==> config.mk <==
export PLATFORM = sky130hd
export DESIGN_NAME = mllqm_ctrl
export DESIGN_NICKNAME = d
export VERILOG_FILES = /design/src/rtl/core/mllqm_pkg.sv /design/src/rtl/core/mllqm_ctrl.sv
export VERILOG_INCLUDE_DIRS = /design/src /design/src/rtl/core
export SDC_FILE = /design/constraint.sdc
export NUM_CORES = 1
export LEC_CHECK = 0
export ABC_CLOCK_PERIOD_IN_PS = 1300
export BUFFER_PORTS_ARGS = -buffer_cell sky130_fd_sc_hd__buf_4
export CORE_MARGIN = 2
export CORE_UTILIZATION = 45
export CTS_CLUSTER_DIAMETER = 150
export CTS_CLUSTER_SIZE = 12
export DETAILED_ROUTE_END_ITERATION = 12
export PLACE_DENSITY = 0.7
export SETUP_SLACK_MARGIN = 0.05
export SKIP_LAST_GASP = 1
export SYNTH_ARGS = -nofsm -noshare
export SYNTH_HDL_FRONTEND = slang
export SYNTH_SLANG_ARGS = --single-unit
==> constraint.sdc <==
create_clock -name clk -period 1.3 [get_ports clk]
set_input_delay 0.065 -clock clk [delete_from_list [all_inputs] [get_ports clk]]
set_output_delay 0.065 -clock clk [all_outputs]
set_load 0.03 [all_outputs]
==> src/rtl/core/assert_macros.svh <==
// Assertion macros shared by the queue manager modules.
`ifndef ASSERT_MACROS_SVH
`define ASSERT_MACROS_SVH

// Same-cycle implication, checked out of reset.
`define CHK_IMP(label, ante, cons, msg) \
  label: assert property (@(posedge clk) disable iff (!rst_n) (ante) |-> (cons)) \
    else $error(msg);

// Next-cycle implication, checked out of reset.
`define CHK_NXT(label, ante, cons, msg) \
  label: assert property (@(posedge clk) disable iff (!rst_n) (ante) |=> (cons)) \
    else $error(msg);

`endif

==> src/rtl/core/mllqm_pkg.sv <==
// Shared constants, micro-op codes and types of the linked queue manager.
package mllqm_pkg;

  localparam int NUM_LISTS   = 4;
  localparam int NUM_ENTRIES = 256;
  localparam int LW          = $clog2(NUM_LISTS);
  localparam int EW          = $clog2(NUM_ENTRIES);
  localparam int PW          = $clog2(NUM_ENTRIES + 1);
  localparam int SLOTS       = NUM_LISTS * NUM_ENTRIES;
  localparam int SW          = LW + EW;

  localparam logic [PW-1:0] LINK_NONE = PW'(NUM_ENTRIES);

  localparam logic [2:0] CMD_PUSH     = 3'd0;
  localparam logic [2:0] CMD_REMOVE   = 3'd1;
  localparam logic [2:0] CMD_SHIFT    = 3'd2;
  localparam logic [2:0] CMD_CONTAINS = 3'd3;
  localparam logic [2:0] CMD_CLEAR    = 3'd4;
  localparam logic [2:0] CMD_GRAB     = 3'd5;

  localparam int UW = 5;
  localparam logic [UW-1:0] UOP_NOP       = 5'd0;
  localparam logic [UW-1:0] UOP_LOAD      = 5'd1;
  localparam logic [UW-1:0] UOP_INIT      = 5'd2;
  localparam logic [UW-1:0] UOP_PUSH_RD   = 5'd3;
  localparam logic [UW-1:0] UOP_PUSH_A    = 5'd4;
  localparam logic [UW-1:0] UOP_PUSH_B    = 5'd5;
  localparam logic [UW-1:0] UOP_REM_RD    = 5'd6;
  localparam logic [UW-1:0] UOP_REM_A     = 5'd7;
  localparam logic [UW-1:0] UOP_REM_B     = 5'd8;
  localparam logic [UW-1:0] UOP_SHF_RD    = 5'd9;
  localparam logic [UW-1:0] UOP_SHF_A     = 5'd10;
  localparam logic [UW-1:0] UOP_SHF_B     = 5'd11;
  localparam logic [UW-1:0] UOP_CLR_INIT  = 5'd12;
  localparam logic [UW-1:0] UOP_CLR_RD    = 5'd13;
  localparam logic [UW-1:0] UOP_CLR_DROP  = 5'd14;
  localparam logic [UW-1:0] UOP_CLR_END   = 5'd15;
  localparam logic [UW-1:0] UOP_GRB_INIT  = 5'd16;
  localparam logic [UW-1:0] UOP_GRB_RD    = 5'd17;
  localparam logic [UW-1:0] UOP_GRB_CPY   = 5'd18;
  localparam logic [UW-1:0] UOP_GRB_DROP  = 5'd19;
  localparam logic [UW-1:0] UOP_GRB_LINK  = 5'd20;
  localparam logic [UW-1:0] UOP_GRB_EMPTY = 5'd21;
  localparam logic [UW-1:0] UOP_FIN_RD    = 5'd22;
  localparam logic [UW-1:0] UOP_OUT       = 5'd23;

  typedef struct packed {
    logic mbr;
    logic cnt_zero;
    logic hd_none;
    logic walk_done;
    logic same_list;
    logic init_done;
  } dp_status_t;

  function automatic logic [SW-1:0] slot_of(input logic [LW-1:0] l, input logic [PW-1:0] p);
    return {l, p[EW-1:0]};
  endfunction

endpackage

==> src/rtl/core/mllqm_ctrl.sv <==
// Sequencer of the queue manager: steps each command through its micro-ops.
`include "assert_macros.svh"
module mllqm_ctrl import mllqm_pkg::*; (
  input  logic          clk,
  input  logic          rst_n,
  input  logic          start,
  input  logic [2:0]    command,
  input  dp_status_t    status,
  output logic [UW-1:0] uop,
  output logic          busy,
  output logic          out_strobe
);

  localparam logic [UW-1:0] ST_IDLE      = UOP_NOP;
  localparam logic [UW-1:0] ST_INIT      = UOP_INIT;
  localparam logic [UW-1:0] ST_PUSH_RD   = UOP_PUSH_RD;
  localparam logic [UW-1:0] ST_PUSH_A    = UOP_PUSH_A;
  localparam logic [UW-1:0] ST_PUSH_B    = UOP_PUSH_B;
  localparam logic [UW-1:0] ST_REM_RD    = UOP_REM_RD;
  localparam logic [UW-1:0] ST_REM_A     = UOP_REM_A;
  localparam logic [UW-1:0] ST_REM_B     = UOP_REM_B;
  localparam logic [UW-1:0] ST_SHF_RD    = UOP_SHF_RD;
  localparam logic [UW-1:0] ST_SHF_A     = UOP_SHF_A;
  localparam logic [UW-1:0] ST_SHF_B     = UOP_SHF_B;
  localparam logic [UW-1:0] ST_CLR_INIT  = UOP_CLR_INIT;
  localparam logic [UW-1:0] ST_CLR_RD    = UOP_CLR_RD;
  localparam logic [UW-1:0] ST_CLR_DROP  = UOP_CLR_DROP;
  localparam logic [UW-1:0] ST_CLR_END   = UOP_CLR_END;
  localparam logic [UW-1:0] ST_GRB_INIT  = UOP_GRB_INIT;
  localparam logic [UW-1:0] ST_GRB_RD    = UOP_GRB_RD;
  localparam logic [UW-1:0] ST_GRB_CPY   = UOP_GRB_CPY;
  localparam logic [UW-1:0] ST_GRB_DROP  = UOP_GRB_DROP;
  localparam logic [UW-1:0] ST_GRB_LINK  = UOP_GRB_LINK;
  localparam logic [UW-1:0] ST_GRB_EMPTY = UOP_GRB_EMPTY;
  localparam logic [UW-1:0] ST_FIN_RD    = UOP_FIN_RD;
  localparam logic [UW-1:0] ST_OUT       = UOP_OUT;

  logic [UW-1:0] state_r, state_nxt;
  logic          accept;

  assign accept     = start && (state_r == ST_IDLE);
  assign busy       = (state_r != ST_IDLE);
  assign out_strobe = (state_r == ST_OUT);
  assign uop        = (state_r == ST_IDLE) ? (accept ? UOP_LOAD : UOP_NOP) : state_r;

  always_comb begin
    state_nxt = state_r;
    unique case (state_r)
      ST_INIT:      if (status.init_done) state_nxt = ST_IDLE;
      ST_IDLE: begin
        if (start) begin
          unique case (command)
            CMD_PUSH:   state_nxt = ST_PUSH_RD;
            CMD_REMOVE: state_nxt = ST_REM_RD;
            CMD_SHIFT:  state_nxt = ST_SHF_RD;
            CMD_CLEAR:  state_nxt = ST_CLR_INIT;
            CMD_GRAB:   state_nxt = ST_GRB_INIT;
            default:    state_nxt = ST_FIN_RD;
          endcase
        end
      end
      ST_PUSH_RD:   state_nxt = ST_PUSH_A;
      ST_PUSH_A:    state_nxt = status.mbr ? ST_FIN_RD : ST_PUSH_B;
      ST_PUSH_B:    state_nxt = ST_FIN_RD;
      ST_REM_RD:    state_nxt = ST_REM_A;
      ST_REM_A:     state_nxt = (status.cnt_zero || !status.mbr) ? ST_FIN_RD : ST_REM_B;
      ST_REM_B:     state_nxt = ST_FIN_RD;
      ST_SHF_RD:    state_nxt = (status.cnt_zero || status.hd_none) ? ST_FIN_RD : ST_SHF_A;
      ST_SHF_A:     state_nxt = ST_SHF_B;
      ST_SHF_B:     state_nxt = ST_FIN_RD;
      ST_CLR_INIT:  state_nxt = ST_CLR_RD;
      ST_CLR_RD:    state_nxt = status.walk_done ? ST_CLR_END : ST_CLR_DROP;
      ST_CLR_DROP:  state_nxt = ST_CLR_RD;
      ST_CLR_END:   state_nxt = ST_FIN_RD;
      ST_GRB_INIT:  state_nxt = (status.same_list || status.cnt_zero) ? ST_FIN_RD : ST_GRB_RD;
      ST_GRB_RD:    state_nxt = status.walk_done ? ST_GRB_LINK : ST_GRB_CPY;
      ST_GRB_CPY:   state_nxt = ST_GRB_DROP;
      ST_GRB_DROP:  state_nxt = ST_GRB_RD;
      ST_GRB_LINK:  state_nxt = ST_GRB_EMPTY;
      ST_GRB_EMPTY: state_nxt = ST_FIN_RD;
      ST_FIN_RD:    state_nxt = ST_OUT;
      ST_OUT:       state_nxt = ST_IDLE;
      default:      state_nxt = ST_IDLE;
    endcase
  end

  always_ff @(posedge clk) begin
    if (!rst_n) begin
      state_r <= ST_INIT;
    end else begin
      state_r <= state_nxt;
    end
  end

  `CHK_NXT(a_strobe_single, out_strobe, !out_strobe, "result strobe held longer than one cycle")
  `CHK_NXT(a_accept_busy, start && !busy, busy, "accepted command did not raise busy")

endmodule

==> impl_metrics.yaml, run 1 <==
outcome:
  status: "did not finish"
  haltStage: "global routing"
  firstError: "[ERROR DPL-0038] Utilization greater than 100%, impossible to legalize"
placed_design:
  hpwlAfterDp_um: 1960
  dpl_cell_area_mm2: 0.00102
  place_inst: 147
  io_buffer_count: 18
  place_congestion: 0.966
clocking:
  clkSinkCount: 5
  numCtsBuffers: 3
  h-tree-depth: 1
  cts-root-buf: "clkbuf_4"
  clock_path_buffers: 2
grt:
  grt_max_degree: 13
synth:
  ys_seq_area_share_pct: 14.9
  synth.area.top_cells: "dfxtp_1, a21oi_1, o21ai_0"
  syn_area_um2: 671
  synthesis.nets: 114
  synthTopCellsByCount: "a21oi_1, nor2_1, o21ai_0, clkbuf_1, nand2_1"
  synth_cell_types: 42
  syn_area_per_cell_um2: 6.57
  ys_seq_elements: 5
  synth.most_common_cell: "a21oi_1"
  async_reset_ff_share_pct: 0
  synth_top_area_cell: "dfxtp_1"
  syn_inst: 102
  synth_top_area_share_pct: 14.9
  ys_warn_count: 0
  synth_edf_count: 0
  ys.flop_type: "dfxtp_1"
timing:
  worst_endpoint: "uop[0]"
  endpoint_type: "output port"
die:
  die_w_um: 42.6
  die_h_um: 42.6
  start_util_pct: 49.7
  row_count: 13
  io_pins: 19
## what timing repair did
item                       4_1_cts
hold endpoints to repair         0
buffers inserted                 9
hold buffers                     0
setup endpoints to repair        8
pin swaps                       14
gates resized for setup         37
## cells by family after synthesis
logic type      after synthesis  share of synthesized area [%]
fa+ha+maj                     1                           1.49
compound gates               42                           42.7
buf+inv                      20                           13.6
xor+xnor                      1                           1.31
flops                         5                           14.9
simple gates                 33                           25.9
## through the flow
stage                     worst slack (ps)  hold slack [ps]
after floorplan                       -153              261
after global placement                -176              432
after detailed placement              -218              423
after CTS                             -347              189
==> run 2: changes to the inputs <==
- ABC_CLOCK_PERIOD_IN_PS: 1300 -> 1700
- CORE_AREA: unset -> 2 2 63 65
- CORE_MARGIN: 2 -> unset
- CORE_UTILIZATION: 45 -> unset
- CTS_CLUSTER_DIAMETER: 150 -> unset
- CTS_CLUSTER_SIZE: 12 -> unset
- DIE_AREA: unset -> 0 0 65 67
- PLACE_DENSITY: 0.7 -> unset
- PLACE_DENSITY_LB_ADDON: unset -> 0.15
- SETUP_SLACK_MARGIN: 0.05 -> unset
- clock period: 1.3 -> 1.7 ns (I/O delays scaled with it)
==> impl_metrics.yaml, run 2 <==
layout:
  layout_common_cells: "buf_4, nor2_1, o21ai_0"
  regMostFlops: "state_r"
  fillers: 402
  final_common_cell: "buf_4"
  syn_to_final_growth_pct: 55.6
  ff_latch_area_um2: 111
  antenna_cells: 0
  multi_input_area_um2: 523
  largest_register_ffs: 5
  top_regs: "state_r: 5 flops"
  fin_nets: 142
  drive_above_1_share_pct: 41.1
synth:
  ys_seq_elements: 5
  syn_area_um2: 671
  synthesis.nets: 114
  synth_top_area_share_pct: 14.9
  synth_top_area_cell: "dfxtp_1"
  syn_area_per_cell_um2: 6.57
  async_reset_ff_share_pct: 0
  ys.flop_type: "dfxtp_1"
  synth.area.top_cells: "dfxtp_1, a21oi_1, o21ai_0"
  syn_inst: 102
  synthTopCellsByCount: "a21oi_1, nor2_1, o21ai_0, clkbuf_1, nand2_1"
  synth_edf_count: 0
  ys_seq_area_share_pct: 14.9
  ys_warn_count: 0
  synth.most_common_cell: "a21oi_1"
  synth_cell_types: 42
clocking:
  clock_path_buffers: 2
  cts_tree: "built"
  cts_hold_buf: 0
  h-tree-depth: 1
  clkSinkCount: 5
  insertion_delay_ps: 220
  path_clk_slew_ps: 30
  cts-root-buf: "clkbuf_8"
  numCtsBuffers: 3
timing:
  clock_skew_ps: 0.795
  worst_pin_slew_ps: 433
  setup_ws_ps: 40.4
  slew_violations: 0
  rsz0062_at_grt: "true"
  hold_viol: 0
  maxSlewHeadroom_pct: 71.1
  setup_viol: 0
  post-route-period-util_pct: 97.6
  clock.fmax_ghz: 0.603
  finalCriticalPeriod_ps: 1660
power:
  combPwrFrac_pct: 35.4
  switchingPower_uw: 156
  leakage_nw: 0.400
  internal_power_uw: 369
  pwr-share-seq_pct: 23.2
  power_density_mw_per_mm2: 503
  finalPower_uw: 525
  p_sw_share_pct: 29.7
  ir_worst_vdd_uv: 144
  p_clk_share_pct: 41.5
placed_design:
  pre_cts_ws_ps: 100
  hpwlAfterDp_um: 1910
  place_congestion: 0.898
  io_buffer_count: 18
setup_path:
  path_buf_inv: 2
  end_kind: "flop"
  path_cells: "buf_4, buf_4, or4_4, a21oi_2, a221oi_1, nor3_2"
  timing.rr.end: "state_r[3]"
  r2r_setup_slack_ps: 40
  cpPeakStageDelay_ps: 540
  r2r-start: "state_r[1]"
  crit_path_top_delay_cell: "or4_4"
  crit_arrival_ps: 1800
  ff2ff_path_depth: 6
  path_delay_family: "simple AND/OR/NAND/NOR gates"
  critPathLaunchType: "flop"
  crit_fanout: 9
  cpMostUsedCell: "buf_4"
  cp_data_required_time_ps: 1840
  path_class: "flop to flop"
worst_hold_path:
  min_path_type: "input pin to flop"
  hold_depth: 3
  hold_end: "state_r[1]"
  min_from: "rst_n"
detailed_routing:
  dr_wl_met2_um: 1170
  m1WireLength_um: 1040
  vias: 881
  first_iter_violations: 45
  top_layer: "met4"
  wl_met3_um: 124
  route.detailed.drc: 0
  wire_per_inst_um: 13.5
  drt_pass1_iterations: 4
  ant_nets: 0
  vias_per_cell: 4.98
  wl_um: 2390
grt:
  grt_max_degree: 13
  grt_pass1_vias: 872
  track_usage_pct: 11.6
  grt_first_pass_wirelength_um: 3950
  antenna_found_initial: 0
  overflow: 0
die:
  die_h_um: 67
  die_w_um: 65
  io_pins: 19
  coreArea_mm2: 0.00361
  start_util_pct: 18.6
  die_area_mm2: 0.00436
  row_count: 22
run:
  maxCapViolCount: 0
outcome:
  status: "finished, final reports clean"
run 2: cell counts after synthesis:
Identical to the previous run, type by type.
run 2: cell type report:
class | instances | area share (%)
clock buffers | 4 | 4.32
inverters | 7 | 2.52
multi-input cells | 77 | 50.1
flip-flops and latches | 5 | 10.7
well taps | 48 | 5.76
repair buffers | 36 | 26.6
run 2: per-stage QoR:
step	hold slack [ps]	instance area, um^2	utilization, %	instances	TNS (ps)
finish	189	1040	28.9	177	0
global route	219	1040	28.9	177	-3.76
CTS	192	1000	27.8	177	0
detailed placement	411	925	25.6	171	0
global placement	420	925	25.6	171	0
floorplan	266	674	-	102	0
run 2: worst max path at each step:
stage	startpoint	end	cells after the start
4_1_cts	state_r[3]	uop[0]	5
5_1_grt	state_r[1]	state_r[2]	6
3_3_place_gp	state_r[3]	state_r[2]	6
6_report	state_r[1]	state_r[3]	6
3_5_place_dp	state_r[2]	state_r[3]	6
2_1_floorplan	state_r[1]	uop[0]	4
run 2: repair_timing:
| item | CTS | global route |
|---|---|---|
| gates resized for setup | 7 | 10 |
| buffers inserted | 2 | 0 |
| pin swaps | 2 | 6 |
| setup endpoints to repair | 1 | 6 |
run 2: metal layers:
metal | track usage (%) | vias up
li1 | - | 431
met1 | 14.1 | 409
met4 | 7.18 | 0
met3 | 1.35 | 6
met2 | 19.5 | 35
met5 | 0 | -
run 2: cell families (layout without fill, tap and decap cells):
family,after synthesis,count (layout),share of synthesized area [%]
flops,5,5,14.9
simple gates,33,33,25.9
xor+xnor,1,1,1.31
buf+inv,20,47,13.6
fa+ha+maj,1,1,1.49
compound gates,42,42,42.7
run 2: power by group through the flow:
stage	Combinational [mW]	Clock (mW)	Sequential (mW)
2_1_floorplan	0.0950	0	0.125
3_3_place_gp	0.161	0	0.130
3_5_place_dp	0.158	0	0.130
4_1_cts	0.173	0.222	0.125
5_1_grt	0.200	0.237	0.122
6_report	0.186	0.218	0.122
run 2: worst reg2reg max path, delay by kind of cell (launching register included):
family                 cells  cell delay [ps]
DFF                        1              330
AOI/OAI and AO/OA          2              230
and+or+nand+nor            2              690
buffers and inverters      2              330
(Power assumes the default switching activity.)
